<file path="src/rtl/fcc_pkg.sv">
// ----------------------------------------------------------------------------
// fcc_pkg
// Shared types, codes and the CRC-32 byte step of the frame chunker.
// ----------------------------------------------------------------------------
package fcc_pkg;

	localparam int IDX_W = 11;
	localparam int LEN_W = 24;
	localparam int DVD_W = 25;

	localparam logic [31:0] CRC_POLY = 32'hEDB8_8320;
	localparam logic [31:0] CRC_ONES = 32'hFFFF_FFFF;
	localparam logic [15:0] PARITY_CHUNK = 16'hFFFF;

	localparam logic [1:0] CMD_START = 2'd0;
	localparam logic [1:0] CMD_DATA  = 2'd1;
	localparam logic [1:0] CMD_READ  = 2'd2;

	localparam logic [1:0] KIND_DATA   = 2'd0;
	localparam logic [1:0] KIND_PARITY = 2'd1;
	localparam logic [1:0] KIND_PBYTE  = 2'd2;
	localparam logic [1:0] KIND_STRAY  = 2'd3;

	typedef struct packed {
		logic accept;
		logic start;
		logic clr;
		logic apply;
		logic pad;
		logic hdr;
		logic rd_cnt;
		logic pstep;
		logic phdr;
		logic pbyte;
		logic stray;
	} ctrl_t;

	typedef struct packed {
		logic open;
		logic chunk_end;
		logic pad_done;
		logic frame_done;
		logic par_last;
		logic clr_last;
		logic slot_free;
	} sts_t;

	function automatic logic [31:0] crc_byte(input logic [31:0] c, input logic [7:0] b);
		logic [31:0] r;
		r = c ^ {24'd0, b};
		for (int k = 0; k < 8; k++) begin
			r = (r >> 1) ^ (CRC_POLY & {32{r[0]}});
		end
		return r;
	endfunction

endpackage

</file>
<file path="src/rtl/fcc_ctrl.sv">
// ----------------------------------------------------------------------------
// fcc_ctrl
// Controller state machine that sequences clearing, byte updates, padding,
// the parity pass and result requests.
// ----------------------------------------------------------------------------
module fcc_ctrl (
	input  logic         clk,
	input  logic         arst_n,
	input  logic         in_valid,
	input  logic [1:0]   in_cmd,
	output logic         in_ready,
	input  fcc_pkg::sts_t sts,
	output fcc_pkg::ctrl_t ctrl
);
	import fcc_pkg::*;

	typedef enum logic [9:0] {
		S_IDLE  = 10'b00_0000_0001,
		S_CLEAR = 10'b00_0000_0010,
		S_APPLY = 10'b00_0000_0100,
		S_PAD   = 10'b00_0000_1000,
		S_HDR   = 10'b00_0001_0000,
		S_PRD   = 10'b00_0010_0000,
		S_PUPD  = 10'b00_0100_0000,
		S_PHDR  = 10'b00_1000_0000,
		S_PBYTE = 10'b01_0000_0000,
		S_STRAY = 10'b10_0000_0000
	} state_t;

	state_t state_q, state_d;

	always_ff @(posedge clk or negedge arst_n) begin
		if (!arst_n) begin
			state_q <= S_CLEAR;
		end else begin
			state_q <= state_d;
		end
	end

	always_comb begin
		state_d = state_q;
		ctrl = '0;
		in_ready = 1'b0;
		case (state_q)
			S_IDLE: begin
				in_ready = 1'b1;
				if (in_valid) begin
					ctrl.accept = 1'b1;
					case (in_cmd)
						CMD_START: begin
							ctrl.start = 1'b1;
							state_d = S_CLEAR;
						end
						CMD_DATA: begin
							state_d = sts.open ? S_APPLY : S_STRAY;
						end
						CMD_READ: begin
							state_d = S_PBYTE;
						end
						default: begin
							state_d = S_IDLE;
						end
					endcase
				end
			end
			S_CLEAR: begin
				ctrl.clr = 1'b1;
				if (sts.clr_last) begin
					state_d = S_IDLE;
				end
			end
			S_APPLY: begin
				ctrl.apply = 1'b1;
				state_d = sts.chunk_end ? S_PAD : S_IDLE;
			end
			S_PAD: begin
				if (sts.pad_done) begin
					state_d = S_HDR;
				end else begin
					ctrl.pad = 1'b1;
				end
			end
			S_HDR: begin
				if (sts.slot_free) begin
					ctrl.hdr = 1'b1;
					state_d = sts.frame_done ? S_PRD : S_IDLE;
				end
			end
			S_PRD: begin
				ctrl.rd_cnt = 1'b1;
				state_d = S_PUPD;
			end
			S_PUPD: begin
				ctrl.pstep = 1'b1;
				state_d = sts.par_last ? S_PHDR : S_PRD;
			end
			S_PHDR: begin
				if (sts.slot_free) begin
					ctrl.phdr = 1'b1;
					state_d = S_IDLE;
				end
			end
			S_PBYTE: begin
				if (sts.slot_free) begin
					ctrl.pbyte = 1'b1;
					state_d = S_IDLE;
				end
			end
			S_STRAY: begin
				if (sts.slot_free) begin
					ctrl.stray = 1'b1;
					state_d = S_IDLE;
				end
			end
			default: begin
				state_d = S_IDLE;
			end
		endcase
	end

	a_ready_idle: assert property (@(posedge clk) disable iff (!arst_n)
		in_ready |-> (state_q == S_IDLE))
		else $error("ready raised outside idle");
	a_hdr_after_pad: assert property (@(posedge clk) disable iff (!arst_n)
		(state_q == S_HDR) |-> sts.pad_done)
		else $error("header state entered before padding finished");
	a_pupd_follows_prd: assert property (@(posedge clk) disable iff (!arst_n)
		(state_q == S_PUPD) |-> $past(state_q == S_PRD))
		else $error("parity update without a read");

endmodule

</file>
<file path="config.mk">
export PLATFORM = sky130hd
export DESIGN_NAME = fcc_ctrl
export DESIGN_NICKNAME = d
export VERILOG_FILES = /design/src/rtl/fcc_pkg.sv /design/src/rtl/fcc_ctrl.sv
export SDC_FILE = /design/constraint.sdc
export NUM_CORES = 1
export LEC_CHECK = 0
export BUFFER_PORTS_ARGS = -buffer_cell sky130_fd_sc_hd__clkbuf_2
export CORE_ASPECT_RATIO = 1.1
export CORE_UTILIZATION = 54
export DETAILED_ROUTE_END_ITERATION = 7
export PLACE_DENSITY = 0.93
export SLEW_MARGIN = 20
export SYNTH_ARGS = -nofsm -noshare
export SYNTH_HDL_FRONTEND = slang
export SYNTH_SLANG_ARGS = --single-unit
</file>
<file path="constraint.sdc">
create_clock -name clk -period 2.4 [get_ports clk]
set_input_delay 0.48 -clock clk [delete_from_list [all_inputs] [get_ports clk]]
set_output_delay 0.48 -clock clk [all_outputs]
set_load 0.005 [all_outputs]
</file>
==> impl_metrics.tcl, run 1 <==
set metrics [dict create \
    utilization 0.689 \
    path_cells "nor3_4 > nand4_2 > nor4b_2 > clkbuf_2" \
    grt_usage 0.253 \
    max_stage_delay_ns 0.52 \
    die_height_um 43.4 \
    clock_sink_count 10 \
    max_slew_margin 0.731 \
    cp_data_arrival_time_ns 1.78 \
    grt_pass1_wl_um 2960 \
    largest_register "state_q" \
    portBuffers 23 \
    hold_violations 0 \
    grt_use_met1 0.274 \
    period_share 0.942 \
    largest_reg_flops 10 \
    vias 799 \
    clock_skew_ns 0.00660 \
    place_congestion 0.956 \
    clk_pin_slew_ns 0.07 \
    use_met3 0.0410 \
    final_layout_size_suffix_gt1_frac 0.368 \
    hold_class "in2async" \
    grt_pass1_vias 705 \
    drt-pass1-iter-count 4 \
    h-tree-depth 1 \
    ys_seq_elements 10 \
    fmax_mhz 443 \
    synth_top_area_frac 0.267 \
    rsz0062_at_grt "no" \
    leakagePower_nw 0.494 \
    cp_slowest_cell "dfrtp_1" \
    drt_wl_total_um 1980 \
    route.detailed.vias_per_inst 6.15 \
    synthTopCellsByCount "9 x dfrtp_1, 9 x nand2_1, 9 x nor2_1, 7 x inv_1, 4 x nor3b_1" \
    dp_hpwl_um 1550 \
    tightestPinTransition_ns 0.402 \
    synth-edff-count 0 \
    final_area_um2 977 \
    cp_top_family "simple AND/OR/NAND/NOR gates" \
    io_pins 24 \
    ant_nets 0 \
    cts_setup_buffers 0 \
    cts_tree "yes" \
    status "completed" \
    wl_per_cell_um 15.2 \
    ys_warn_count 0 \
    grt_antenna_before_repair 0 \
    drc_errors 0 \
    cts_buffers 3 \
    ir_drop_uv 504 \
    synthToLayoutAreaGrowth_pct 16.0 \
    critPathLaunchType "flip-flop" \
    busiest_layer "met2" \
    reg_top3 "state_q x10" \
    worst-path-buf-inv 1 \
    drt_iter0_drc 34 \
    setup_viol 0 \
    synth_area_leaders "dfrtp_1 27%, nand2_1 4.0%, nor2_1 4.0%, buf_6 4.0%, nor3_4 3.9%" \
    cts_root_buf "clkbuf_4" \
    slew_viol_final 0 \
    core_mm2 0.00142 \
    seqCellArea_um2 251 \
    avgSynthCellArea_um2 9.25 \
    insertedDiodeCount 0 \
    initial_core_util 0.593 \
    dpl-instance-area_um2 941 \
    path_class "reg2out" \
    layout_min_cycle_time_ns 2.26 \
    dieArea_mm2 0.00172 \
    clk_latency_ns 0.27 \
    die_w_um 39.7 \
    cts_hold_buf 0 \
    crit_fanout 12 \
    cts_buffer_depth 2 \
    synth_area_um2 842 \
    rows 14 \
    synthFlopType "dfrtp_1" \
    async_flop_share 1.00 \
    ys_seq_area_frac 0.299 \
    cap_violations 0 \
    fin_setup_tns_ns 0 \
    grt_max_degree 13 \
    yosys.area.top_type "dfrtp_1" \
    nFillCells 122 \
    postCtsResizedCells 0 \
    ys_types 42 \
    grt_overflow_total 0 \
    nets 127 \
    grt_use_met2 0.472 \
    syn_nets 103 \
    syn_inst 91 \
    worstPathRequired_ns 1.92 \
    endpoint_kind "primary output" \
    multi_input_area_um2 513 \
    p_per_area_mw_per_mm2 864 \
]
worst reg2reg max path: stages (launching register included):
cell and delay [ns]:
dfrtp_1 0.52, nor4b_1 0.39, a211oi_1 0.10, o311ai_2 0.41, buf_4 0.22, nand2_1 0.08
o41ai_2 0.09
power by group:
group / total [mW] / leakage (nW) / switching, mW / internal (mW)
combinational: 0.427 / 0.340 / 0.228 / 0.199
sequential: 0.261 / 0.133 / 0.0670 / 0.194
clock: 0.156 / 0.0210 / 0.0642 / 0.0922
metrics by stage:
stage               cells  worst slack [ns]  hold slack (ns)  total power, mW
floorplan              91             0.661            0.184            0.595
global placement      126             0.447            0.358            0.662
detailed placement    126             0.395            0.363            0.684
CTS                   130            0.0892           0.0646            0.847
global route          130            0.0383           0.0849            0.893
finish                130             0.140           0.0640            0.845
metal layers:
layer | share of wire | vias to the layer above
li1 | - | 377
met1 | 0.43 | 389
met2 | 0.51 | 29
met3 | 0.042 | 4
met4 | 0.013 | 0
met5 | 0 | -
path summary, 6_finish.rpt:
kind,from,endpoint,slack [ns],cells past startpoint
hold reg to reg,state_q[5],state_q[6],0.68,1
setup / recovery,state_q[4],ctrl[9],0.14,4
max in group asynchronous,arst_n,state_q[1],2.06,1
hold / removal,arst_n,state_q[3],0.06,1
min in group clk,sts[6],state_q[9],0.42,2
setup reg to reg,state_q[4],state_q[8],0.47,6
area by class of cell:
cell class                 count  share of cell area
sequential                    10               0.257
clock buffer                   4              0.0371
timing repair buffer          25               0.133
inverter                       7              0.0269
tap                           16              0.0205
multi-input combinational     68               0.525
logic make-up after synthesis:
group | synth area share
simple gates | 0.397
xor+xnor | 0.0312
flops | 0.299
buf+inv | 0.0921
compound gates | 0.181
cells in the final DEF, fill, tap and decap left out, types with 2 or more instances in the layout:
cell | netlist | layout
and3_1 | 3 | 3
clkbuf_4 | 0 | 3
nand2_1 | 9 | 9
xor2_1 | 3 | 3
o21ai_0 | 2 | 2
nand4b_1 | 2 | 2
o41ai_2 | 2 | 2
a21o_1 | 2 | 2
nand3_1 | 2 | 2
nor3_4 | 2 | 2
clkbuf_2 | 1 | 23
buf_4 | 1 | 2
inv_1 | 7 | 7
dfrtp_1 | 9 | 9
nor4b_1 | 3 | 3
nor3b_1 | 4 | 4
nor3_1 | 2 | 2
nor2_1 | 9 | 9
o2111ai_1 | 2 | 2
Note: power is estimated with default switching activity, not from simulation.
==> run 2: changes to the inputs <==
--- a/config.mk
+++ b/config.mk
@@ -6,10 +6,12 @@
 export NUM_CORES = 1
 export LEC_CHECK = 0
 export BUFFER_PORTS_ARGS = -buffer_cell sky130_fd_sc_hd__clkbuf_2
+export CAP_MARGIN = 25
 export CORE_ASPECT_RATIO = 1.1
 export CORE_UTILIZATION = 54
 export DETAILED_ROUTE_END_ITERATION = 7
 export PLACE_DENSITY = 0.93
+export SETUP_SLACK_MARGIN = 0.15
 export SLEW_MARGIN = 20
 export SYNTH_ARGS = -nofsm -noshare
 export SYNTH_HDL_FRONTEND = slang
==> run 2 against run 1 <==
  * Hold slack worse by 0.0016 ns
  * Register-to-register slack worse by 0.05 ns
  * Via count up 5.9%
  * Combinational power up 19%
  * Flip-flop and latch count unchanged
  * Critical path depth unchanged
  * Clock-buffer cell count unchanged
  * Clock power about the same
  * Global-route usage up 0.31 points
  * Final area up 9.7%
  * Critical path type unchanged
  * Largest power group unchanged
  * Highest routed layer unchanged
==> impl_metrics.tcl, run 2 (same netlist as run 1, synthesis figures left out) <==
set metrics [dict create \
    largest_register "state_q" \
    place_congestion 0.956 \
    rr_worst_depth 7 \
    layout_min_cycle_time_ns 2.20 \
    drt-pass1-iter-count 4 \
    period_share 0.918 \
    core_mm2 0.00142 \
    portBuffers 23 \
    dieArea_mm2 0.00172 \
    clk_latency_ns 0.27 \
    dpl-instance-area_um2 941 \
    status "completed" \
    path_cells "nor2_1 > nand4_4 > nor4b_4 > clkbuf_2" \
    rr_endpoint "state_q[8]" \
    ir_drop_uv 482 \
    vias 846 \
    clk_pin_slew_ns 0.08 \
    instances_no_fill 138 \
    endpoint_kind "primary output" \
    cts_buffer_depth 2 \
    dp.cells 126 \
    holdWs_ns 0.0624 \
    fmax_mhz 454 \
    die_w_um 39.7 \
    rsz0062_at_grt "no" \
    fin_setup_tns_ns 0 \
    grt_pass1_wl_um 2990 \
    wl_per_cell_um 16.3 \
    dp_hpwl_um 1550 \
    cp_slowest_cell "dfrtp_1" \
    drt_wl_total_um 2240 \
    hold_violations 0 \
    critPathLaunchType "flip-flop" \
    initial_core_util 0.593 \
    cp_data_arrival_time_ns 1.72 \
    cts_tree "yes" \
    drc_errors 0 \
    h-tree-depth 1 \
    ant_nets 0 \
    grt_overflow_total 0 \
    p_per_area_mw_per_mm2 863 \
    cts_root_buf "clkbuf_4" \
    setup_viol 0 \
    cts_buffers 3 \
    clock_sink_count 10 \
    reg2reg_slack_ns 0.42 \
    max_slew_margin 0.721 \
    die_height_um 43.4 \
    crit_fanout 7 \
    io_pins 24 \
    route.detailed.vias_per_inst 6.13 \
    nets 135 \
    utilization 0.756 \
    crit_start "state_q[2]" \
    nFillCells 104 \
    cap_violations 0 \
    largest_reg_flops 10 \
    final_area_mm2 0.00107 \
    tightestPinTransition_ns 0.418 \
    layout_commonest_cell "clkbuf_2" \
    drt_iter0_drc 11 \
    rows 14 \
    layout_common_cells "23 x clkbuf_2, 10 x buf_4, 9 x nor2_1, 9 x nand2_1, 7 x inv_1" \
    worstPathRequired_ns 1.92 \
    slew_viol_final 0 \
    hold_class "in2async" \
    leakagePower_nw 0.534 \
    insertedDiodeCount 0 \
    max_stage_delay_ns 0.49 \
    rr_startpoint "state_q[4]" \
    reg_top3 "state_q x10" \
    grt_antenna_before_repair 0 \
    grt_usage 0.256 \
    path_class "reg2out" \
    synthToLayoutAreaGrowth_pct 27.3 \
    grt_pass1_vias 728 \
    grt_max_degree 13 \
    clock_skew_ns 0.00672 \
    final_layout_size_suffix_gt1_frac 0.475 \
]
## run 2: cell count changes in the layout (fill, tap and decap cells not counted)
cell / before / now
dfrtp_1: 9 / 3
nor3_1: 2 / 1
nor4b_2: 1 / 0
nor4b_4: 0 / 1
nand4_2: 1 / 0
nor3b_1: 4 / 3
nor3b_2: 0 / 1
dfrtp_2: 0 / 6
nand4_4: 0 / 1
nor3_2: 0 / 1
buf_4: 2 / 10
## run 2: metal layers
metal | GRT usage | up-vias | part of all wire
met2 | 0.475 | 38 | 0.53
met3 | 0.0308 | 4 | 0.060
met4 | 0.103 | 0 | 0.016
met1 | 0.278 | 407 | 0.40
met5 | 0 | - | 0
li1 | - | 397 | -
## run 2: worst max-delay path, delay by kind of cell, from the launching register on
kind                   cells  cell delay [ns]
buffers and inverters      1             0.16
flip-flops                 1             0.49
AND/OR/NAND/NOR            3             0.81
## run 2: worst max-delay path by stage
stage               slack, ns  cells after the start  endpoint
finish                   0.20                      4   ctrl[9]
global route             0.08                      4   ctrl[9]
CTS                      0.16                      4   ctrl[9]
detailed placement       0.40                      4   ctrl[9]
global placement         0.45                      4   ctrl[9]
floorplan                0.66                      4   ctrl[9]
## run 2: where the power goes
part | internal, mW | switching [mW] | total, mW | leakage (nW)
registers | 0.198 | 0.0608 | 0.259 | 0.124
clock network | 0.0922 | 0.0653 | 0.157 | 0.0210
logic | 0.236 | 0.272 | 0.509 | 0.389
total | 0.527 | 0.398 | 0.925 | 0.534
## run 2: stage by stage
step | worst slack, ns | power (mW)
3_3_place_gp | 0.447 | 0.662
6_report | 0.197 | 0.925
5_1_grt | 0.0831 | 0.973
4_1_cts | 0.162 | 0.848
3_5_place_dp | 0.395 | 0.684
2_1_floorplan | 0.661 | 0.595
## run 2: area by class of cell
class | instances | area, um^2 | share of cell area
Multi-Input combinational cell | 68 | 541 | 0.504
Sequential cell | 10 | 259 | 0.242
Timing Repair Buffer | 33 | 190 | 0.177
Clock buffer | 4 | 36.3 | 0.0338
Inverter | 7 | 26.3 | 0.0245
Tap cell | 16 | 20.0 | 0.0187
## run 2: repair_timing
item,in CTS,in global routing
endpoints found under the setup margin,2,6
hold buffers,0,0
pin swaps,1,3
hold endpoints to repair,0,0
buffers inserted,2,6
resized for setup,0,10
